`src/rtl/ippp_pkg.sv`:
```
// Shared types, constants and binary32 arithmetic helpers for the pair potential core.
`timescale 1ns / 1ps
`default_nettype none
package ippp_pkg;

   // Pipeline geometry
   localparam int DIV_STEPS  = 4;    // quotient bits per divider stage
   localparam int DIV_STAGES = 7;    // 28 quotient bits in total
   localparam int POW_MAX    = 14;   // highest power of 1/x that is ever needed

   localparam logic [31:0] QNAN = 32'h7FC0_0000;

   // Register indexes of the configuration port
   localparam logic [1:0] CSR_MODE = 2'd0;
   localparam logic [1:0] CSR_REP  = 2'd1;
   localparam logic [1:0] CSR_ATT  = 2'd2;

   // Exponent pair codes
   localparam logic [2:0] MODE_12_6  = 3'd0;
   localparam logic [2:0] MODE_9_6   = 3'd1;
   localparam logic [2:0] MODE_6_4   = 3'd2;
   localparam logic [2:0] MODE_12_4  = 3'd3;
   localparam logic [2:0] MODE_12_10 = 3'd4;

   // Result status codes
   localparam logic [1:0] STATUS_OK       = 2'd0;
   localparam logic [1:0] STATUS_BAD_DIST = 2'd1;
   localparam logic [1:0] STATUS_OVERFLOW = 2'd2;

   // binary32 bit patterns of the integer factors
   localparam logic [31:0] F_4   = 32'h4080_0000;
   localparam logic [31:0] F_6   = 32'h40C0_0000;
   localparam logic [31:0] F_9   = 32'h4110_0000;
   localparam logic [31:0] F_10  = 32'h4120_0000;
   localparam logic [31:0] F_12  = 32'h4140_0000;
   localparam logic [31:0] F_20  = 32'h41A0_0000;
   localparam logic [31:0] F_42  = 32'h4228_0000;
   localparam logic [31:0] F_90  = 32'h42B4_0000;
   localparam logic [31:0] F_110 = 32'h42DC_0000;
   localparam logic [31:0] F_156 = 32'h431C_0000;

   // Control bits that travel with each item
   typedef struct packed {
      logic valid;
      logic bad;
   } ctl_type;

   // Decoded exponent pair
   typedef struct packed {
      logic [3:0]  n;
      logic [3:0]  m;
      logic [31:0] n_f;
      logic [31:0] m_f;
      logic [31:0] nn_f;   // n(n+1)
      logic [31:0] mm_f;   // m(m+1)
   } mode_type;

   // Divider state: value of 1/x is built one quotient bit per step
   typedef struct packed {
      logic [23:0] m;
      logic [9:0]  ex;
      logic [24:0] rem;
      logic [27:0] q;
   } div_type;

   // Product before normalize and round; value = prod / 2^46 * 2^exp
   typedef struct packed {
      logic        sgn;
      logic [9:0]  exp;
      logic [47:0] prod;
      logic        zero;
      logic        nonfin;
   } mulraw_type;

   // Difference before normalize and round; value = sum / 2^26 * 2^exp
   typedef struct packed {
      logic        sgn;
      logic [9:0]  exp;
      logic [27:0] sum;
      logic        zsgn;
      logic        nonfin;
   } addraw_type;

   function automatic mode_type mode_decode(input logic [2:0] mode);
      mode_type d;
      unique case (mode)
         MODE_9_6:   d = '{n: 4'd9,  m: 4'd6,  n_f: F_9,  m_f: F_6,  nn_f: F_90,  mm_f: F_42};
         MODE_6_4:   d = '{n: 4'd6,  m: 4'd4,  n_f: F_6,  m_f: F_4,  nn_f: F_42,  mm_f: F_20};
         MODE_12_4:  d = '{n: 4'd12, m: 4'd4,  n_f: F_12, m_f: F_4,  nn_f: F_156, mm_f: F_20};
         MODE_12_10: d = '{n: 4'd12, m: 4'd10, n_f: F_12, m_f: F_10, nn_f: F_156, mm_f: F_110};
         default:    d = '{n: 4'd12, m: 4'd6,  n_f: F_12, m_f: F_6,  nn_f: F_156, mm_f: F_42};
      endcase
      return d;
   endfunction

   // Leading zero count, 48 for an all-zero word
   function automatic logic [5:0] lzc48(input logic [47:0] v);
      logic [5:0] n;
      logic       hit;
      n   = '0;
      hit = 1'b0;
      for (int i = 47; i >= 0; i--) begin
         if (!hit) begin
            if (v[i]) hit = 1'b1;
            else      n   = n + 6'd1;
         end
      end
      return n;
   endfunction

   // Unbiased exponent of a field, subnormals at -126 (two's complement)
   function automatic logic [9:0] exp_unb(input logic [7:0] f);
      return (f == 8'd0) ? 10'h382 : ({2'b00, f} - 10'd127);
   endfunction

   // Round to nearest even and pack. sig[26] is the leading one,
   // value = sig / 2^26 * 2^e, sig[0] carries the sticky bit.
   function automatic logic [31:0] round_pack(input logic sgn, input logic [9:0] e,
                                              input logic [26:0] sig);
      logic [9:0]  be;
      logic [9:0]  sh;
      logic [26:0] sv;
      logic        inc;
      logic [24:0] m;
      logic [8:0]  bexp;
      logic [31:0] res;
      be = e + 10'd127;
      sh = 10'd1 - be;
      if ($signed(be) >= 10'sd1) begin
         sv = sig;
      end else if (sh >= 10'd27) begin
         sv = {26'd0, |sig};
      end else begin
         sv = (sig >> sh) | {26'd0, |(sig & ~(27'h7FF_FFFF << sh))};
      end
      inc = sv[2] & (sv[3] | (|sv[1:0]));
      m   = {1'b0, sv[26:3]} + {24'd0, inc};
      if ($signed(be) >= 10'sd1) begin
         bexp = be[8:0] + {8'd0, m[24]};
         if (bexp >= 9'd255) res = {sgn, 8'hFF, 23'd0};
         else                res = {sgn, bexp[7:0], (m[24] ? m[23:1] : m[22:0])};
      end else begin
         // subnormal; a carry into the hidden bit yields the smallest normal
         res = {sgn, 7'd0, m[23], m[22:0]};
      end
      return res;
   endfunction

   function automatic mulraw_type fmul_raw(input logic [31:0] a, input logic [31:0] b);
      mulraw_type r;
      logic [23:0] sa;
      logic [23:0] sb;
      sa       = {a[30:23] != 8'd0, a[22:0]};
      sb       = {b[30:23] != 8'd0, b[22:0]};
      r.sgn    = a[31] ^ b[31];
      r.exp    = exp_unb(a[30:23]) + exp_unb(b[30:23]);
      r.prod   = {24'd0, sa} * {24'd0, sb};
      r.zero   = (a[30:0] == 31'd0) || (b[30:0] == 31'd0);
      r.nonfin = (&a[30:23]) | (&b[30:23]);
      return r;
   endfunction

   function automatic logic [31:0] fmul_fin(input mulraw_type r);
      logic [5:0]  lz;
      logic [47:0] p;
      logic [9:0]  e;
      logic [31:0] res;
      lz = lzc48(r.prod);
      p  = r.prod << lz;
      e  = r.exp + 10'd1 - {4'd0, lz};
      if (r.nonfin)    res = QNAN;
      else if (r.zero) res = {r.sgn, 31'd0};
      else             res = round_pack(r.sgn, e, {p[47:22], |p[21:0]});
      return res;
   endfunction

   // a - b: order by magnitude, align with sticky, add or subtract
   function automatic addraw_type fsub_raw(input logic [31:0] a, input logic [31:0] b);
      addraw_type r;
      logic [31:0] x;
      logic [31:0] y;
      logic [31:0] t;
      logic [7:0]  ex;
      logic [7:0]  ey;
      logic [7:0]  d;
      logic [26:0] lx;
      logic [26:0] sy;
      logic [26:0] ss;
      x = a;
      y = {~b[31], b[30:0]};
      if (x[30:0] < y[30:0]) begin
         t = x;
         x = y;
         y = t;
      end
      ex = (x[30:23] == 8'd0) ? 8'd1 : x[30:23];
      ey = (y[30:23] == 8'd0) ? 8'd1 : y[30:23];
      d  = ex - ey;
      lx = {x[30:23] != 8'd0, x[22:0], 3'b000};
      sy = {y[30:23] != 8'd0, y[22:0], 3'b000};
      if (d >= 8'd27) ss = {26'd0, |sy};
      else            ss = (sy >> d) | {26'd0, |(sy & ~(27'h7FF_FFFF << d))};
      if (x[31] == y[31]) r.sum = {1'b0, lx} + {1'b0, ss};
      else                r.sum = {1'b0, lx} - {1'b0, ss};
      r.sgn    = x[31];
      r.exp    = {2'b00, ex} - 10'd127;
      r.zsgn   = a[31] & ~b[31];
      r.nonfin = (&a[30:23]) | (&b[30:23]);
      return r;
   endfunction

   function automatic logic [31:0] fsub_fin(input addraw_type r);
      logic [5:0]  lz;
      logic [27:0] p;
      logic [9:0]  e;
      logic [31:0] res;
      lz = lzc48({r.sum, 20'd0});
      p  = r.sum << lz;
      e  = r.exp + 10'd1 - {4'd0, lz};
      if (r.nonfin)              res = QNAN;
      else if (r.sum == 28'd0)   res = {r.zsgn, 31'd0};
      else                       res = round_pack(r.sgn, e, {p[27:2], |p[1:0]});
      return res;
   endfunction

   // DIV_STEPS restoring steps of the reciprocal
   function automatic div_type div_step(input div_type s);
      div_type t;
      t = s;
      for (int i = 0; i < DIV_STEPS; i++) begin
         if (t.rem >= {1'b0, t.m}) begin
            t.rem = t.rem - {1'b0, t.m};
            t.q   = {t.q[26:0], 1'b1};
         end else begin
            t.q   = {t.q[26:0], 1'b0};
         end
         t.rem = {t.rem[23:0], 1'b0};
      end
      return t;
   endfunction

endpackage
`default_nettype wire

```
`src/rtl/ippp_recip.sv`:
```
// Pipelined reciprocal 1/x in binary32: normalize, restoring divide, round.
`timescale 1ns / 1ps
`default_nettype none
module ippp_recip (
   input  logic             clock,
   input  logic             reset,
   input  ippp_pkg::ctl_type in_ctl,
   input  logic [31:0]      in_x,
   output ippp_pkg::ctl_type out_ctl,
   output logic [31:0]      out_r
);
   import ippp_pkg::*;

   ctl_type [DIV_STAGES+1:0] ctl_ff;
   ctl_type [DIV_STAGES+1:0] ctl_in;
   div_type                  div_ff [DIV_STAGES+1];
   div_type                  div_in;
   logic [31:0]              r_ff;
   logic [31:0]              r_in;
   logic [23:0]              m24;
   logic [5:0]               lz;
   logic                     sticky;

   // Normalize x so the divisor has its leading one at bit 23
   always_comb begin
      m24        = {in_x[30:23] != 8'd0, in_x[22:0]};
      lz         = lzc48({m24, 24'd0});
      div_in.m   = m24 << lz;
      div_in.ex  = exp_unb(in_x[30:23]) - {4'd0, lz};
      div_in.rem = 25'h080_0000;   // 1.0 in divisor units
      div_in.q   = '0;
   end

   // Quotient 1/mx with 28 bits, then round
   always_comb begin
      sticky = |div_ff[DIV_STAGES].rem;
      if (div_ff[DIV_STAGES].q[27]) begin
         r_in = round_pack(1'b0, 10'd0 - div_ff[DIV_STAGES].ex,
                           {div_ff[DIV_STAGES].q[27:2], (|div_ff[DIV_STAGES].q[1:0]) | sticky});
      end else begin
         r_in = round_pack(1'b0, 10'd0 - div_ff[DIV_STAGES].ex - 10'd1,
                           {div_ff[DIV_STAGES].q[26:1], div_ff[DIV_STAGES].q[0] | sticky});
      end
   end

   assign ctl_in = {ctl_ff[DIV_STAGES:0], in_ctl};

   always_ff @(posedge clock) begin
      if (reset) begin
         ctl_ff <= '0;
      end else begin
         ctl_ff <= ctl_in;
      end
   end

   // Datapath registers
   always_ff @(posedge clock) begin
      div_ff[0] <= div_in;
      for (int j = 1; j <= DIV_STAGES; j++) begin
         div_ff[j] <= div_step(div_ff[j-1]);
      end
      r_ff <= r_in;
   end

   assign out_ctl = ctl_ff[DIV_STAGES+1];
   assign out_r   = r_ff;

endmodule
`default_nettype wire

```
`config.mk`:
```
export PLATFORM = sky130hd
export DESIGN_NAME = ippp_recip
export DESIGN_NICKNAME = d
export VERILOG_FILES = /design/src/rtl/ippp_pkg.sv /design/src/rtl/ippp_recip.sv
export SDC_FILE = /design/constraint.sdc
export NUM_CORES = 2
export LEC_CHECK = 0
export ABC_CLOCK_PERIOD_IN_PS = 54000
export BUFFER_PORTS_ARGS = -buffer_cell sky130_fd_sc_hd__buf_2
export CORE_UTILIZATION = 37
export DETAILED_ROUTE_END_ITERATION = 7
export PLACE_DENSITY_LB_ADDON = 0.05
export SYNTH_ARGS = -nofsm -noshare
export SYNTH_HDL_FRONTEND = slang
export SYNTH_SLANG_ARGS = --single-unit
```
`constraint.sdc`:
```
create_clock -name clock -period 54 [get_ports clock]
set_input_delay 0 -clock clock [delete_from_list [all_inputs] [get_ports clock]]
set_output_delay 0 -clock clock [all_outputs]
set_load 0.005 [all_outputs]
```
Yosys cells after proc, flatten, opt, wreduce, memory -nomap -nowiden
Memories as Yosys holds them, arrays and structs flattened.
Cells that the tools add are included.
- bits in registers: 50
- bits in latches: 0
- RAM bits: 688
- memory bits (read-only): 0
- bits of input ports: 36
- output and inout bits: 34
- memories kept: 1
- memory list (memory ; words ; bits a word ; rd ports ; clocked after memory_dff ; wr ports ; line ; source):
    div_ff ; 8 ; 86 ; 8 ; 0 ; 8 ; ippp_recip.sv:16 ; div_type div_ff [DIV_STAGES+1];
- add/subtract/negate cells: 87
- $mul: 0
- divide/modulo/power cells: 0
- $lt $le $gt $ge: 34
- eq/ne operators: 0
- shift operators: 5
- mux-type cells: 188
- bitwise logic cells: 12
- reductions and logical operators: 10
- operator list (kind ; count):
    greater-or-equal comparator 25 x 24 -> 1 bit ; 28
    2-to-1 mux 24 bit ; 28
    subtractor 24 bit ; 28
    2-to-1 mux 6 bit ; 70
    adder 6 x 1 -> 6 bit (second input constant) ; 47
    2-to-1 mux 27 bit ; 6
    OR reduction 27 bit ; 4
    2-to-1 mux 32 bit ; 3
    2-to-1 mux 1 bit ; 76
    2-to-1 mux 31 bit ; 2
    bitwise AND 27 bit ; 2
    NOT 27 bit ; 2
    bitwise OR 27 x 1 -> 27 bit ; 2
    << shifter 27 x 10 -> 27 bit (first input constant) ; 2
    right shift 27 x 10 -> 27 bit ; 2
    adder 24 x 1 -> 25 bit ; 2
    2-to-1 mux 23 bit ; 2
    subtractor 1 x 10 -> 10 bit (first input constant) ; 3
    OR reduction 25 bit ; 1
    << shifter 24 x 6 -> 24 bit ; 1
    adder 10 x 7 -> 10 bit (second input constant) ; 2
    greater-or-equal comparator 10 x 2 -> 1 bit (second input constant) ; 2
    greater-or-equal comparator 10 x 5 -> 1 bit (second input constant) ; 2
    adder 9 x 1 -> 9 bit ; 2
    other kinds (10) ; 17

Logic depth before layout (Yosys ltp)
- depth after elaboration: 120
- depth in mapped cells: 97

Least setup slack after synthesis
No wires, ideal clock.
- kind: flip-flop to flip-flop
- start point: mem div_ff[1][63] (netlist name)
- end point: mem div_ff[1][118] (netlist name)
- setup time: 142 ps
- arrival time: 17062 ps
- required time: 53858 ps
- slack: 36796 ps
- cell stages (with the launch flop): 98
- buffers on the path: 10
- clock period less this slack: 17204 ps
- path through: dfxtp_1 > inv_1 > ha_1 > nor2b_1 > o21ai_0 > a21boi_0 > o21ai_0 > a21boi_0 > o21ai_0 > a21boi_0 > o21ai_0 > a21boi_0 > o21ai_0 > nand2b_1 > nand4_1 > a31oi_1 > a221o_1 > o211a_1 > [62 not listed] > o21ai_0 > a21oi_1 > o21ai_0 > a21oi_1 > o41a_1 > a221oi_1 > o21bai_1 > a21o_1 > a31oi_1 > o21ai_0 > a21o_1 > a211o_1 > clkbuf_1 > inv_1 > or2_2 > clkbuf_1 > clkbuf_1 > o221ai_1
- RTL lines (item ; line):
    start: declaration ; ippp_recip.sv:16

==> flow_summary.json <==
{
  "finalCritPeriodShare_pct": 38.3,
  "drt_drc_violations_left": 0,
  "coreArea_mm2": 0.156,
  "wire_per_inst_um": 19.5,
  "finalCriticalPeriod_ps": 20680,
  "required_ps": 54560,
  "stdcell_count": 9831,
  "drtIter0Drc": 3557,
  "crit_top_cell": "o21ai_0",
  "clk_pin_slew_ps": 60,
  "drive_above_1_share_pct": 8.03,
  "syn_to_final_growth_pct": 8.83,
  "worstMarginPinSlew_ps": 1420,
  "hold_buffers": 20,
  "viasPerCell": 5.50,
  "synthCells": 7761,
  "dp_cells": 9684,
  "synth_compound_area_share_pct": 23.7,
  "cts_tree": "done",
  "vias": 54100,
  "synth_top_family_by_area": "compound AO/OA/AOI/OAI gates",
  "fin_util_pct": 40.6,
  "hold_violations": 0,
  "drv_slew": 0,
  "hold_class": "primary input to register",
  "grt_max_degree": 51,
  "synth-adder-area-share_pct": 14.9,
  "rsz0062_at_grt": "false",
  "synthXorXnorAreaFrac_pct": 8.53,
  "grtUsageTotal_pct": 23.4,
  "critPathLaunchType": "register",
  "cts.path.max_buffers": 3,
  "ys_ff_latch": 577,
  "violations": "capacitance limit",
  "clockRootBuffer": "clkbuf_16",
  "num-nets-final": 8441,
  "setup_viol": 0,
  "antenna_found_initial": 5,
  "post_cts_buffers": 0,
  "overflow": 0,
  "clock-sinks": 577,
  "grt_pass1_wl_um": 296000,
  "routabilityCongestion": 0.910,
  "dieArea_mm2": 0.159,
  "postSynth.asyncResetShare_pct": 0,
  "run_status": "finished with violations",
  "synth_edf_count": 0,
  "fmaxAchievable_ghz": 0.0483,
  "die_x_um": 399,
  "slew_headroom_pct": 2.82,
  "port_buffers": 67,
  "synthSimpleGateAreaFrac_pct": 20.9,
  "cts_resized": 0,
  "critPathBufInv": 8,
  "h-tree-depth": 3,
  "cts_made_buffers": 69,
  "pin_count": 70,
  "path_max_fanout": 41,
  "cpPeakStageDelay_ps": 580,
  "cp-end-kind": "register",
  "syn_nets": 8485,
  "final.setup.tns_ps": 0,
  "critPathArrivalTime_ps": 21240,
  "synth_top_area_cell": "dfxtp_1",
  "synth_flop_cell": "dfxtp_1",
  "wirelength_um": 191000,
  "start_util_pct": 37.3,
  "ys_top_cells_by_area": "dfxtp_1 (20%), ha_1 (15%), xnor2_1 (5.3%), o21ai_0 (5.2%), a21oi_1 (5.1%)",
  "ys_seq_area_share_pct": 19.8,
  "rows": 145,
  "synthMuxAreaShare_pct": 6.76,
  "crit_family": "compound AO/OA/AOI/OAI gates",
  "insertion_delay_ps": 680,
  "dp_hpwl_um": 153000,
  "synth.avg_cell_area_um2": 7.52,
  "crit_path_top_delay_cell": "dfxtp_1",
  "syn_area_mm2": 0.0584,
  "ant_nets": 0,
  "ys_types": 118,
  "yosys_warnings": 0,
  "maxCapViolations": 1,
  "fp.dieH_um": 399,
  "path_class": "register to register",
  "first_global_vias": 51200,
  "firstDrtPassIters": 6,
  "finalClockSkew_ps": 43.1,
  "synth_top_area_share_pct": 19.8
}
==> sequential cells by signal, indices dropped and copies added, names as in the netlist <==
| signal | cells |
|---|---|
| div_ff | 528 |
| out_ctl | 2 |
| ctl_ff | 16 |
| out_r | 31 |
==> kinds of logic (layout without fill, tap and decap cells) <==
kind of cell	Yosys count	count (layout)
mux	354	354
xor+xnor	541	541
flops	577	577
buf+inv	822	832
simple gates	2566	2566
fa+ha+maj	690	690
other cells	1	3
compound gates	2210	2210
==> layer usage <==
metal  share of wire [%]  wire, um  global-route usage [%]  up-vias
met5                   0         0                       0        -
met4                 1.8      3400                    4.86        0
met3                 3.4      6480                    1.83      182
met2                  46     88300                    39.4     1035
met1                  49     93200                    32.4    25200
li1                    -         -                       -    27600
==> final cells by class <==
type,instances,area (um2)
clock buffer,89,1900
fill,16300,92900
inverter,552,2070
timing repair buffer,155,1050
sequential,577,11600
multi-input combinational,6362,43800
tap,2058,2570
antenna,2,5.00
clock inverter,36,566
==> cell usage after synthesis (all sizes together) (48+ instances only) <==
| library cell | number |
|---|---|
| mux2i | 113 |
| clkbuf | 223 |
| nand3 | 168 |
| nor2 | 721 |
| and2 | 52 |
| nor3 | 221 |
| mux2 | 232 |
| inv | 548 |
| a21o | 168 |
| a21oi | 602 |
| xor2 | 171 |
| nand4 | 129 |
| ha | 681 |
| dfxtp | 577 |
| o21a | 155 |
| and3 | 77 |
| nand2b | 134 |
| a21boi | 110 |
| a211oi | 48 |
| o21ai | 617 |
| nor2b | 124 |
| a31oi | 52 |
| xnor2 | 360 |
| nand2 | 727 |
| or2 | 50 |
| o31ai | 101 |
==> stage by stage <==
stage	hold slack (ps)	cell area, um2	setup slack (ps)
after floorplan	71.6	58400	36800
after global placement	206	60800	33620
after detailed placement	217	60800	33670
after CTS	20.1	63500	33560
after global routing	76.3	63500	31380
final	101	63500	33320
==> final timing paths <==
path	from	end	slack (ps)	depth (start not counted)
setup / recovery	div_ff[1][63]$_DFF_P_	div_ff[1][133]$_DFF_P_	33320	91
hold / removal	in_x[1]	div_ff[0][72]$_SDFF_PP0_	100	5
setup reg to reg	div_ff[1][63]$_DFF_P_	div_ff[1][133]$_DFF_P_	33320	91
hold reg to reg	div_ff[1][14]$_DFF_P_	div_ff[1][104]$_DFF_P_	290	0
==> cell usage in the layout, fill, tap and decap left out, types with 166 or more instances in the layout <==
cell type / instances
nand2_1: 727
nor2_1: 714
ha_1: 681
o21ai_0: 607
a21oi_1: 597
dfxtp_1: 576
inv_1: 542
xnor2_1: 350
mux2_2: 232
nor3_1: 213
a21o_1: 168
xor2_1: 167
nand3_1: 166
==> worst min-delay path, cell delays in order <==
cell     delay, ps
buf_2          160
nand3_1         80
o21ai_0        220
nand3_1        170
a21oi_2         60
Power is left out: the tool's default activity adds up to more than one toggle a clock period on the data nets, which glitch-free logic cannot reach.
